### src/sv/smmu_pkg.sv
// ----------------------------------------------------------------------------
// smmu_pkg - shared types and helpers for the segment table MMU
// Request and status codes, segment types, type derivation and permission
// checks used by the cells and the top level.
// ----------------------------------------------------------------------------
package smmu_pkg;

    localparam int MAX_SEGMENTS_DEF   = 16;
    localparam int PAGE_SHIFT_DEF     = 12;
    localparam int PHYS_ADDR_BITS_DEF = 24;

    localparam logic [31:0] STACK_REGION    = 32'h7f00_0000;
    localparam logic [31:0] FIRST_MAP_RESET = 32'h0804_5000;

    typedef enum logic [1:0] {
        REQ_MAP   = 2'd0,
        REQ_FETCH = 2'd1,
        REQ_READ  = 2'd2,
        REQ_WRITE = 2'd3
    } req_t;

    typedef enum logic [1:0] {
        ST_OK         = 2'd0,
        ST_SEG_FAULT  = 2'd1,
        ST_PROT_FAULT = 2'd2,
        ST_MAP_REJECT = 2'd3
    } status_t;

    typedef enum logic [2:0] {
        SEG_RODATA   = 3'd0,
        SEG_RWDATA   = 3'd1,
        SEG_RXCODE   = 3'd2,
        SEG_RWXCODE  = 3'd3,
        SEG_RWSTACK  = 3'd4,
        SEG_RWXSTACK = 3'd5,
        SEG_XOCODE   = 3'd6
    } seg_type_t;

    // control part of a lookup walking the cell row
    typedef struct packed {
        logic        valid;
        logic [1:0]  req;
        logic [31:0] addr;
        logic        stack;
        logic        found;
    } probe_t;

    // segment type from map permission bits and the stack flag
    function automatic logic [2:0] derive_type(input logic r, input logic w,
                                               input logic x, input logic s);
        logic [2:0] ty;
        ty = SEG_RWXSTACK;
        if (!s)
        begin
            if (r && !w && !x) ty = SEG_RODATA;
            if (r &&  w && !x) ty = SEG_RWDATA;
            if (r && !w &&  x) ty = SEG_RXCODE;
            if (r &&  w &&  x) ty = SEG_RWXCODE;
        end
        else if (r && w && !x)
        begin
            ty = SEG_RWSTACK;
        end
        return ty;
    endfunction

    // access permission by segment type
    function automatic logic perm_ok(input logic [1:0] req, input logic [2:0] ty);
        logic ok;
        case (req)
            REQ_FETCH: ok = (ty == SEG_XOCODE) || (ty == SEG_RXCODE) ||
                            (ty == SEG_RWXCODE) || (ty == SEG_RWXSTACK);
            REQ_READ:  ok = (ty != SEG_XOCODE);
            default:   ok = (ty != SEG_RODATA) && (ty != SEG_XOCODE);
        endcase
        return ok;
    endfunction

endpackage

### src/sv/segment_table_mmu.sv
// ----------------------------------------------------------------------------
// segment_table_mmu - base/limit segment MMU
// Maps segments with a bump physical allocator and translates fetch, read
// and write addresses through a row of segment cells.
// ----------------------------------------------------------------------------
//  channel   dir  handshake          payload
//  s_axis    in   s_tvalid/s_tready  tdata: request fields, tuser: req_type
//  m_axis    out  m_tvalid/m_tready  tdata: result fields, tuser: status
//  cfg       in   cfg_valid/ready    cfg_data: first_map_address
//
//  A map request goes straight into the result register; an access walks
//  the cell row, one cell per cycle, and then into the result register.
//  One request is in flight at a time; s_tready is low while a lookup walks
//  or a result waits on m_tready. Reset clears the segment count, stack
//  slot and allocator; descriptors are meaningless until written.
// ----------------------------------------------------------------------------
module segment_table_mmu #(
    parameter int MAX_SEGMENTS   = smmu_pkg::MAX_SEGMENTS_DEF,
    parameter int PAGE_SHIFT     = smmu_pkg::PAGE_SHIFT_DEF,
    parameter int PHYS_ADDR_BITS = smmu_pkg::PHYS_ADDR_BITS_DEF
) (
    input  logic        clk,
    input  logic        rst_n,
    input  logic        s_tvalid,
    output logic        s_tready,
    // [31:0] address, [63:32] map_size, [64] allow_read, [65] allow_write,
    // [66] allow_exec, [67] stack_flag, [71:68] zero
    input  logic [71:0] s_tdata,
    // [1:0] req_type
    input  logic [1:0]  s_tuser,
    output logic        m_tvalid,
    input  logic        m_tready,
    // [23:0] phys_addr, [24] seg_hit, [56:25] seg_base, [88:57] seg_limit,
    // [91:89] seg_type, [95:92] zero
    output logic [95:0] m_tdata,
    // [1:0] status
    output logic [1:0]  m_tuser,
    input  logic        cfg_valid,
    output logic        cfg_ready,
    input  logic [31:0] cfg_data
);

    localparam int IW = (MAX_SEGMENTS > 1) ? $clog2(MAX_SEGMENTS) : 1;
    localparam int CW = $clog2(MAX_SEGMENTS + 1);
    localparam int PB = PHYS_ADDR_BITS;
    localparam logic [33:0] PMASK = 34'((64'd1 << PAGE_SHIFT) - 64'd1);
    localparam logic [33:0] SPACE = 34'(64'd1 << PB);

    // request fields
    logic [31:0] address, map_size;
    logic        allow_read, allow_write, allow_exec, stack_flag;
    assign address     = s_tdata[31:0];
    assign map_size    = s_tdata[63:32];
    assign allow_read  = s_tdata[64];
    assign allow_write = s_tdata[65];
    assign allow_exec  = s_tdata[66];
    assign stack_flag  = s_tdata[67];

    // control state
    logic [CW-1:0] count_reg, count_next;
    logic          stack_valid_reg, stack_valid_next;
    logic [IW-1:0] stack_slot_reg, stack_slot_next;
    logic [31:0]   next_map_reg, next_map_next;
    logic [PB:0]   phys_next_reg, phys_next_next;
    logic          busy_reg, busy_next;
    logic          out_valid_reg, out_valid_next;

    // result register
    logic [1:0]    status_reg, status_next;
    logic [23:0]   paddr_reg, paddr_next;
    logic          hit_reg, hit_next;
    logic [31:0]   base_reg, base_next, limit_reg, limit_next;
    logic [2:0]    type_reg, type_next;

    logic s_acc, cfg_acc, map_acc, look_acc;
    assign s_tready  = !busy_reg && !out_valid_reg;
    assign cfg_ready = 1'b1;
    assign s_acc     = s_tvalid && s_tready;
    assign cfg_acc   = cfg_valid && cfg_ready;
    assign map_acc   = s_acc && (s_tuser == smmu_pkg::REQ_MAP);
    assign look_acc  = s_acc && (s_tuser != smmu_pkg::REQ_MAP);

    // map request decode
    logic [33:0]   size_rnd, room;
    logic          map_ok;
    logic [31:0]   map_start, map_lim;
    logic [2:0]    map_type;
    always_comb
    begin
        size_rnd  = ({2'b00, map_size} + PMASK) & ~PMASK;
        room      = SPACE - 34'(phys_next_reg);
        map_ok    = (size_rnd != 34'd0) && (count_reg < CW'(MAX_SEGMENTS)) &&
                    (size_rnd <= room);
        map_start = (address == 32'd0) ? next_map_reg : address;
        map_lim   = map_start + size_rnd[31:0];
        map_type  = smmu_pkg::derive_type(allow_read, allow_write, allow_exec,
                                          stack_flag);
    end

    logic          wr_en;
    logic [IW-1:0] wr_idx;
    assign wr_en  = map_acc && map_ok;
    assign wr_idx = count_reg[IW-1:0];

    // cell row
    smmu_pkg::probe_t        probe   [MAX_SEGMENTS+1];
    logic [31:0]             h_start [MAX_SEGMENTS+1];
    logic [31:0]             h_end   [MAX_SEGMENTS+1];
    logic [2:0]              h_type  [MAX_SEGMENTS+1];
    logic [PB-1:0]           h_phys  [MAX_SEGMENTS+1];

    always_comb
    begin
        probe[0].valid = look_acc;
        probe[0].req   = s_tuser;
        probe[0].addr  = address;
        probe[0].stack = (address & smmu_pkg::STACK_REGION) == smmu_pkg::STACK_REGION;
        probe[0].found = 1'b0;
    end
    assign h_start[0] = '0;
    assign h_end[0]   = '0;
    assign h_type[0]  = '0;
    assign h_phys[0]  = '0;

    for (genvar g = 0; g < MAX_SEGMENTS; g++)
    begin : g_cell
        smmu_cell #(
            .MAX_SEGMENTS  (MAX_SEGMENTS),
            .PHYS_ADDR_BITS(PB),
            .INDEX         (g)
        ) u_cell (
            .clk          (clk),
            .rst_n        (rst_n),
            .seg_count    (count_reg),
            .stack_valid  (stack_valid_reg),
            .stack_slot   (stack_slot_reg),
            .wr_en        (wr_en),
            .wr_idx       (wr_idx),
            .wr_start     (map_start),
            .wr_end       (map_lim),
            .wr_type      (map_type),
            .wr_phys      (phys_next_reg[PB-1:0]),
            .probe_in     (probe[g]),
            .hit_start_in (h_start[g]),
            .hit_end_in   (h_end[g]),
            .hit_type_in  (h_type[g]),
            .hit_phys_in  (h_phys[g]),
            .probe_out    (probe[g+1]),
            .hit_start_out(h_start[g+1]),
            .hit_end_out  (h_end[g+1]),
            .hit_type_out (h_type[g+1]),
            .hit_phys_out (h_phys[g+1])
        );
    end

    // tail of the row: permission and translation
    smmu_pkg::probe_t tail;
    logic [PB-1:0]    xlate;
    logic [PB+23:0]   xlate_wide, mphys_wide;
    assign tail       = probe[MAX_SEGMENTS];
    assign xlate      = h_phys[MAX_SEGMENTS] +
                        PB'(tail.addr - h_start[MAX_SEGMENTS]);
    assign xlate_wide = {24'd0, xlate};
    assign mphys_wide = {24'd0, phys_next_reg[PB-1:0]};

    // next-state logic
    always_comb
    begin
        count_next       = count_reg;
        stack_valid_next = stack_valid_reg;
        stack_slot_next  = stack_slot_reg;
        next_map_next    = next_map_reg;
        phys_next_next   = phys_next_reg;
        busy_next        = busy_reg;
        out_valid_next   = out_valid_reg;
        status_next      = status_reg;
        paddr_next       = paddr_reg;
        hit_next         = hit_reg;
        base_next        = base_reg;
        limit_next       = limit_reg;
        type_next        = type_reg;

        if (out_valid_reg && m_tready)
            out_valid_next = 1'b0;

        // a register write restarts the map pointer
        if (cfg_acc)
            next_map_next = cfg_data;

        if (look_acc)
            busy_next = 1'b1;

        // map completes at once
        if (map_acc)
        begin
            out_valid_next = 1'b1;
            hit_next       = 1'b0;
            if (map_ok)
            begin
                status_next    = smmu_pkg::ST_OK;
                paddr_next     = mphys_wide[23:0];
                base_next      = map_start;
                limit_next     = map_lim;
                type_next      = map_type;
                count_next     = count_reg + CW'(1);
                next_map_next  = map_lim;
                phys_next_next = phys_next_reg + (PB+1)'(size_rnd);
                if (stack_flag)
                begin
                    stack_valid_next = 1'b1;
                    stack_slot_next  = wr_idx;
                end
            end
            else
            begin
                status_next = smmu_pkg::ST_MAP_REJECT;
                paddr_next  = '0;
                base_next   = '0;
                limit_next  = '0;
                type_next   = '0;
            end
        end

        // lookup leaves the row
        if (tail.valid)
        begin
            busy_next      = 1'b0;
            out_valid_next = 1'b1;
            if (!tail.found)
            begin
                status_next = smmu_pkg::ST_SEG_FAULT;
                paddr_next  = '0;
                hit_next    = 1'b0;
                base_next   = '0;
                limit_next  = '0;
                type_next   = '0;
            end
            else
            begin
                hit_next   = 1'b1;
                base_next  = h_start[MAX_SEGMENTS];
                limit_next = h_end[MAX_SEGMENTS];
                type_next  = h_type[MAX_SEGMENTS];
                if (smmu_pkg::perm_ok(tail.req, h_type[MAX_SEGMENTS]))
                begin
                    status_next = smmu_pkg::ST_OK;
                    paddr_next  = xlate_wide[23:0];
                end
                else
                begin
                    status_next = smmu_pkg::ST_PROT_FAULT;
                    paddr_next  = '0;
                end
            end
        end
    end

    // control registers
    always_ff @(posedge clk or negedge rst_n)
    begin
        if (!rst_n)
        begin
            count_reg       <= '0;
            stack_valid_reg <= 1'b0;
            stack_slot_reg  <= '0;
            next_map_reg    <= smmu_pkg::FIRST_MAP_RESET;
            phys_next_reg   <= '0;
            busy_reg        <= 1'b0;
            out_valid_reg   <= 1'b0;
        end
        else
        begin
            count_reg       <= count_next;
            stack_valid_reg <= stack_valid_next;
            stack_slot_reg  <= stack_slot_next;
            next_map_reg    <= next_map_next;
            phys_next_reg   <= phys_next_next;
            busy_reg        <= busy_next;
            out_valid_reg   <= out_valid_next;
        end
    end

    // result payload
    always_ff @(posedge clk)
    begin
        status_reg <= status_next;
        paddr_reg  <= paddr_next;
        hit_reg    <= hit_next;
        base_reg   <= base_next;
        limit_reg  <= limit_next;
        type_reg   <= type_next;
    end

    assign m_tvalid = out_valid_reg;
    assign m_tuser  = status_reg;
    assign m_tdata  = {4'd0, type_reg, limit_reg, base_reg, hit_reg, paddr_reg};

    // checks
    a_count_max: assert property (@(posedge clk) disable iff (!rst_n)
        count_reg <= CW'(MAX_SEGMENTS))
        else $error("segment count past table size");
    a_stack_slot: assert property (@(posedge clk) disable iff (!rst_n)
        stack_valid_reg |-> (CW'(stack_slot_reg) < count_reg))
        else $error("stack slot beyond mapped segments");
    a_one_flight: assert property (@(posedge clk) disable iff (!rst_n)
        !(busy_reg && out_valid_reg))
        else $error("lookup in flight with result pending");
    a_tail_busy: assert property (@(posedge clk) disable iff (!rst_n)
        tail.valid |-> busy_reg)
        else $error("lookup left row while idle");

endmodule

### src/sv/smmu_cell.sv
// ----------------------------------------------------------------------------
// smmu_cell - one segment slot of the lookup row
// Holds one segment descriptor, compares the passing lookup against it and
// hands the lookup, with the first match so far, to the next cell.
// ----------------------------------------------------------------------------
module smmu_cell #(
    parameter int MAX_SEGMENTS   = smmu_pkg::MAX_SEGMENTS_DEF,
    parameter int PHYS_ADDR_BITS = smmu_pkg::PHYS_ADDR_BITS_DEF,
    parameter int INDEX          = 0,
    localparam int IW = (MAX_SEGMENTS > 1) ? $clog2(MAX_SEGMENTS) : 1,
    localparam int CW = $clog2(MAX_SEGMENTS + 1)
) (
    input  logic                      clk,
    input  logic                      rst_n,
    input  logic [CW-1:0]             seg_count,
    input  logic                      stack_valid,
    input  logic [IW-1:0]             stack_slot,
    input  logic                      wr_en,
    input  logic [IW-1:0]             wr_idx,
    input  logic [31:0]               wr_start,
    input  logic [31:0]               wr_end,
    input  logic [2:0]                wr_type,
    input  logic [PHYS_ADDR_BITS-1:0] wr_phys,
    input  smmu_pkg::probe_t          probe_in,
    input  logic [31:0]               hit_start_in,
    input  logic [31:0]               hit_end_in,
    input  logic [2:0]                hit_type_in,
    input  logic [PHYS_ADDR_BITS-1:0] hit_phys_in,
    output smmu_pkg::probe_t          probe_out,
    output logic [31:0]               hit_start_out,
    output logic [31:0]               hit_end_out,
    output logic [2:0]                hit_type_out,
    output logic [PHYS_ADDR_BITS-1:0] hit_phys_out
);

    logic [31:0]               start_reg;
    logic [31:0]               end_reg;
    logic [2:0]                type_reg;
    logic [PHYS_ADDR_BITS-1:0] phys_reg;
    logic                      valid_reg;
    smmu_pkg::probe_t          probe_reg;
    logic [31:0]               hs_reg, he_reg;
    logic [2:0]                ht_reg;
    logic [PHYS_ADDR_BITS-1:0] hp_reg;
    logic                      in_use;
    logic                      match;
    smmu_pkg::probe_t          probe_next;

    // descriptor store, written by the map path
    always_ff @(posedge clk)
    begin
        if (wr_en && (wr_idx == IW'(INDEX)))
        begin
            start_reg <= wr_start;
            end_reg   <= wr_end;
            type_reg  <= wr_type;
            phys_reg  <= wr_phys;
        end
    end

    // compare: stack lookups only see the stack slot
    assign in_use = (CW'(INDEX) < seg_count);
    always_comb
    begin
        match = in_use && (probe_in.addr >= start_reg) && (probe_in.addr < end_reg);
        if (probe_in.stack)
            match = match && stack_valid && (stack_slot == IW'(INDEX));
        probe_next       = probe_in;
        probe_next.found = probe_in.found || match;
    end

    // lookup valid travels with reset
    always_ff @(posedge clk or negedge rst_n)
    begin
        if (!rst_n)
            valid_reg <= 1'b0;
        else
            valid_reg <= probe_in.valid;
    end

    // payload hand-off, first match wins
    always_ff @(posedge clk)
    begin
        probe_reg <= probe_next;
        if (!probe_in.found && match)
        begin
            hs_reg <= start_reg;
            he_reg <= end_reg;
            ht_reg <= type_reg;
            hp_reg <= phys_reg;
        end
        else
        begin
            hs_reg <= hit_start_in;
            he_reg <= hit_end_in;
            ht_reg <= hit_type_in;
            hp_reg <= hit_phys_in;
        end
    end

    always_comb
    begin
        probe_out       = probe_reg;
        probe_out.valid = valid_reg;
    end
    assign hit_start_out = hs_reg;
    assign hit_end_out   = he_reg;
    assign hit_type_out  = ht_reg;
    assign hit_phys_out  = hp_reg;

endmodule

### config.mk
export PLATFORM = sky130hd
export DESIGN_NAME = segment_table_mmu
export DESIGN_NICKNAME = d
export VERILOG_FILES = /design/src/sv/smmu_pkg.sv /design/src/sv/segment_table_mmu.sv /design/src/sv/smmu_cell.sv
export SDC_FILE = /design/constraint.sdc
export NUM_CORES = 2
export LEC_CHECK = 0
export ABC_AREA = 1
export BUFFER_PORTS_ARGS = -buffer_cell sky130_fd_sc_hd__buf_2
export CORE_MARGIN = 10
export CORE_UTILIZATION = 36
export DETAILED_ROUTE_END_ITERATION = 12
export PLACE_DENSITY_LB_ADDON = 0.08
export SLEW_MARGIN = 20
export SYNTH_ARGS = -nofsm -noshare
export SYNTH_HDL_FRONTEND = slang
export SYNTH_SLANG_ARGS = --single-unit
### constraint.sdc
create_clock -name clk -period 7.75 [get_ports clk]
set_input_delay 0.775 -clock clk [delete_from_list [all_inputs] [get_ports clk]]
set_output_delay 0.775 -clock clk [all_outputs]
set_load 0.02 [all_outputs]
# Word-level counts from Yosys, hierarchy flattened
# Index checks and enable logic that the tools add are counted.
# op_classes
n_addsub	7
n_lt_le_gt_ge	50
n_eq_ne	38
muxes	119
n_reduce_logical	159
# ops
operator	count
32-bit two-way mux	42
32-bit >= comparator	16
32-bit less-than comparator	16
24-bit two-way mux	20
1-bit logical AND	110
3-bit two-way mux	24
4-bit == test, second input constant	16
4-bit by 5-bit less-than comparator with 1-bit output, first input constant	8
33-bit by 34-bit less-or-equal comparator with 1-bit output	1
34-bit nonzero test	1
32-bit by 12-bit adder with 33-bit output, second input constant	1
32-bit adder	1
4-bit by 3-bit == test with 1-bit output, second input constant	8
32-bit logical NOT	1
1-bit two-way mux	27
25-bit by 25-bit subtractor with 26-bit output, first input constant	1
25-bit adder	1
24-bit adder	1
24-bit subtractor	1
3-bit by 5-bit less-than comparator with 1-bit output, first input constant	4
1-bit logical NOT	19
1-bit logical OR	18
4-bit by 2-bit == test with 1-bit output, second input constant	4
1-bit by 5-bit less-than comparator with 1-bit output, first input constant	2
other kinds (18)	30
# word_totals
register_bits	3658
inputBits	111
output_inout_bits	101
wordCells	593

# Longest topological paths before layout
# logic_depth
word_depth	11
mapped_depth	25
mapped_depth_nobuf	23

# Modules after synthesis
# A second synthesis with hierarchy kept.
# unflattened
cells_unflattened	14931
area_unflattened_um2	150872.2
# modules_own_cells
module	n_inst	cells_each	area_per_inst_um2	seq_area_each_um2
smmu_cell at g_cell[0].u_cell ...	2	827	8908.5	5300.1
segment_table_mmu	1	1764	12732.2	4254.1
smmu_cell at g_cell[11].u_cell	1	814	8733.4	5300.1
smmu_cell at g_cell[3].u_cell	1	816	8724.6	5300.1
smmu_cell at g_cell[7].u_cell	1	814	8643.3	5300.1
smmu_cell at g_cell[12].u_cell	1	830	8619.5	5300.1
smmu_cell at g_cell[2].u_cell	1	828	8608.3	5300.1
smmu_cell at g_cell[14].u_cell	1	838	8599.5	5300.1
smmu_cell at g_cell[8].u_cell	1	827	8583.2	5300.1
smmu_cell at g_cell[10].u_cell	1	831	8568.2	5300.1
smmu_cell at g_cell[5].u_cell	1	818	8557.0	5300.1
smmu_cell at g_cell[4].u_cell	1	825	8548.2	5300.1
smmu_cell at g_cell[15].u_cell	1	819	8546.9	5300.1
smmu_cell at g_cell[9].u_cell	1	816	8546.9	5300.1
2 more rows	-	-	-	-

# Worst setup path before layout
# Ideal clock, no wire load.
# synth_timing
path_type	register to register
start	register phys_next_reg[12]
end	register g_cell[0].u_cell.end_reg[0] (enable)
setup_time_ns	0.493
arrival_time_ns	5.821
required_ns	7.257
path_slack_ns	1.436
stages_incl_launch_ff	17
path_buffers	2
period_less_slack_ns	6.314
path_cell_list	dfrtp_1 inv_1 ha_1 nor3b_1 nand4_1 nor2_1 nand3_1 xor2_1 ha_1 nand2_1 nor4_1 nand4_1 a21oi_1 buf_4 nand3_4 buf_4 nor2_1
# synth_via
elab_chain_len	5
# synth_rtl
item	line_no	source
start: declaration	segment_table_mmu.sv:64	logic [PB:0] phys_next_reg, phys_next_next;
start signal: assignment	segment_table_mmu.sv:277	phys_next_reg <= phys_next_next;
25-bit by 25-bit subtractor with 26-bit output	segment_table_mmu.sv:91	room = SPACE - 34'(phys_next_reg);
33-bit by 34-bit less-or-equal comparator with 1-bit output	segment_table_mmu.sv:93	(size_rnd <= room);
1-bit logical AND	segment_table_mmu.sv:92	map_ok = (size_rnd != 34'd0) && (count_reg < CW'(MAX_SEGMENTS)) &&
1-bit logical AND	segment_table_mmu.sv:102	assign wr_en = map_acc && map_ok;
1-bit logical AND	smmu_cell.sv:52	if (wr_en && (wr_idx == IW'(INDEX)))
end signal: assignment	smmu_cell.sv:55	end_reg <= wr_end;
end: declaration	smmu_cell.sv:37	logic [31:0] end_reg;
# Every way passes these cells.
# A chain may end at the register's enable or synchronous reset.

# Final worst setup path
# layout_timing
start	register phys_next_reg[12]
end	register g_cell[15].u_cell.end_reg[17] (enable)
# layout_via
elab_chain_len	5
# layout_rtl
item	line_no
25-bit by 25-bit subtractor with 26-bit output	segment_table_mmu.sv:91
33-bit by 34-bit less-or-equal comparator with 1-bit output	segment_table_mmu.sv:93
1-bit logical AND	segment_table_mmu.sv:92
1-bit logical AND	segment_table_mmu.sv:102
1-bit logical AND	smmu_cell.sv:52
end signal: assignment	smmu_cell.sv:55
end: declaration	smmu_cell.sv:37
# Every way passes these cells.

==> flow_summary.json <==
{
  "clk_root_buffer_cell": "clkbuf_16",
  "timing.rr.start": "phys_next_reg[12]",
  "largest_family_of_logic_cells_by_synthesized_area": "simple AND/OR/NAND/NOR gates",
  "synth_cell_type_count": 52,
  "largest_register_ffs": 567,
  "ir_drop_uv": 209,
  "io_pins": 212,
  "fin_total_pwr_mw": 36.5,
  "static-leakage-power_nw": 60.1,
  "synthTopCellsByArea": "edfxtp_1 30%, dfxtp_1 29%, ha_1 10%",
  "cts_sinks": 2866,
  "number_of_enable_flip_flop_cells_after_synthesis": 1154,
  "final_core_util": 0.419,
  "clkLatencyLatePin_ns": 0.94,
  "avgViaCountPerCell": 5.09,
  "worst_setup_path_start_kind": "flop",
  "post_synth_xor_area_fraction": 0.00336,
  "yosysSeqAreaShare": 0.603,
  "buffer_ports.inserted": 202,
  "syn-mean-instance-area_sq_um": 10.1,
  "worstSetupStartpoint": "phys_next_reg[12]",
  "tns_ns": 0,
  "first_global_vias": 82258,
  "die-width_microns": 585,
  "arrival_ns": 6.65,
  "synthFlopType": "dfxtp_1",
  "routed_wire_length_per_instance_microns": 25.4,
  "syn_inst": 11399,
  "synth.area.mux_share": 0.000294,
  "finalInstanceArea_sq_um": 133000,
  "length_of_routed_met2_wiring_microns": 198000,
  "dieArea_sq_um": 342000,
  "hold_path_startpoint": "s_tdata[31]",
  "netlist_area_sq_um": 115000,
  "yosys.area.top_type_share": 0.302,
  "type_of_the_worst_min_delay_path": "input pin to flop",
  "drive_above_1_share": 0.0868,
  "grt.total_usage": 0.232,
  "finalCritPeriodShare": 0.793,
  "timing.clock.skew_ns": 0.0731,
  "syn_to_final_growth_pct": 15.8,
  "grt_pass1_wl_microns": 585000,
  "top_layer_used": "met5",
  "finalWorstPathRequiredPeriod_ns": 6.15,
  "status": "complete, no violations",
  "report.final.hold_viol_count": 0,
  "grt.overflow.total": 0,
  "detail-route-antenna-nets": 0,
  "die_height_microns": 585,
  "pre_cts_slack_ns": 1.68,
  "synth_seq_cells": 2866,
  "hold-path-endpoint": "g_cell[0].u_cell.probe_out[33]",
  "r2r-end": "g_cell[15].u_cell.end_reg[17]",
  "timing.final.max_slew_violations": 0,
  "met3_length_microns": 20600,
  "count_of_standard_cell_rows": 207,
  "remaining_drc_errors": 0,
  "initial_antenna_violation_count": 43,
  "drt_pass1_iterations": 7,
  "netlist.top_cell.by_area": "edfxtp_1",
  "cts-htree-levels": 5,
  "r2r_cells": 17,
  "placeableCoreArea_sq_um": 318000,
  "rsz_0062_raised_after_global_routing": "no",
  "clock_buffers_created_by_tritoncts": 319,
  "synth_compound_area_frac": 0.0461,
  "initial_utilization": 0.361,
  "ys.warnings.count": 0,
  "finalSetupViolCount": 0,
  "route.vias.total": 82143,
  "initialDrtViolationCount": 6356,
  "synth-async-reset-ratio": 0.0255,
  "post-dp-hpwl_microns": 287000,
  "cts_tree": "yes",
  "max_cap_violations": 0,
  "cts.reportedPaths.clkPinSlew_ns": 0.07,
  "power_per_cell_area_nw_per_um2": 275,
  "post_cts_resize_count": 0,
  "drt-total-wl_microns": 410000,
  "wl_met1_microns": 175000,
  "placement.cell_area_sq_um": 122000,
  "criticalPathCategory": "flop to flop",
  "ctsLongestPathBuffers": 4,
  "pin_count_of_the_biggest_net_entering_global_routing": 124,
  "worst_pin_slew_ns": 1.19,
  "synth-adder-area-share": 0.103,
  "r2r_setup_slack_ns": 1.60,
  "timing.critical_path.fanout_max": 67,
  "critical_path.endpoint_type": "flop",
  "nets": 12690,
  "worst_slew_margin_rel": 0.206,
  "gp_routability_congestion": 0.870,
  "slack_of_the_critical_path_ns": 1.60,
  "synth_simple_gate_area_share": 0.184,
  "holdPathStages": 1,
  "fmax_ghz": 0.163,
  "worst_ep_required_time_ns": 8.25
}
[power by group]
group	internal, mW	switching (mW)
Clock	9.20	6.40
Combinational	0.908	2.73
Sequential	16.8	0.527
[stage by stage]
stage          std cells  hold WS [ns]
4_1_cts            16092       0.00122
5_1_grt            16100        0.0311
2_1_floorplan      11402         0.310
6_report           16149        0.0791
3_3_place_gp       15465         0.310
3_5_place_dp       15468         0.312
[synthesized netlist by cell type (76+ instances only)]
library cell,instances
o21ai_0,365
ha_1,924
nor2_1,394
nand2_1,3010
nand3_1,146
inv_1,1281
edfxtp_1,1154
clkbuf_1,331
buf_2,76
dfxtp_1,1639
nand4_1,1107
a21oi_1,492
[worst max path at each step]
stage,slack [ns],end,depth (start not counted)
after floorplan,1.44,g_cell[0].u_cell.end_reg[0],16
after global placement,1.67,g_cell[15].u_cell.end_reg[3],20
after detailed placement,1.68,g_cell[15].u_cell.end_reg[2],17
after CTS,1.65,g_cell[15].u_cell.end_reg[13],17
after global routing,1.17,g_cell[15].u_cell.end_reg[17],17
final,1.60,g_cell[15].u_cell.end_reg[17],17
[repair_timing]
item                                   4_1_cts  5_1_grt
setup buffers                                0        0
hold buffers                                31        0
endpoints found under the hold margin       50        0
[final cells by class]
cell class | count | area (sq um)
Inverter | 1309 | 4910
Multi-Input combinational cell | 6744 | 39700
Antenna cell | 56 | 140
Sequential cell | 2866 | 69300
Fill cell | 30653 | 185000
Clock buffer | 457 | 9520
Tap cell | 4180 | 5230
Clock inverter | 136 | 1400
Timing Repair Buffer | 401 | 2830
[cell usage in the layout, fill, tap and decap left out, drive strengths merged, types with 32 or more instances in the layout]
cell       n
nand2   3013
dfxtp   1639
inv     1325
edfxtp  1154
nand4   1107
ha       924
a21oi    492
clkbuf   457
nor2     400
buf      370
o21ai    365
nand3    147
clkinv    98
dfrtp     69
nor3      63
diode     56
xor2      32
[worst max-delay path, stage by stage, from the launching register on]
cell     delay (ns)
dfrtp_1        0.36
buf_4          0.29
inv_1          0.14
ha_1           0.18
nor3b_1        0.44
nand4_1        0.33
nor2_1         0.27
nand3_1        0.12
xor2_1         0.16
ha_1           0.28
nand2_1        0.09
nor4_1         0.43
nand4_1        0.24
a21oi_4        0.48
buf_4          0.68
nand4_1        0.26
inv_2          0.09
buf_4          0.74
[routing by layer]
layer,vias up,global-route usage
met1,40125,0.299
met5,-,0
met2,2269,0.391
met4,4,0.0961
li1,39119,-
met3,626,0.0327
[logic make-up after synthesis]
family          count (synthesis)
other cells                     2
simple gates                 4767
buf+inv                      1792
flops                        2866
compound gates                987
mux                             3
xor+xnor                       44
fa+ha+maj                     938
Power figures use the tool's default switching activity.
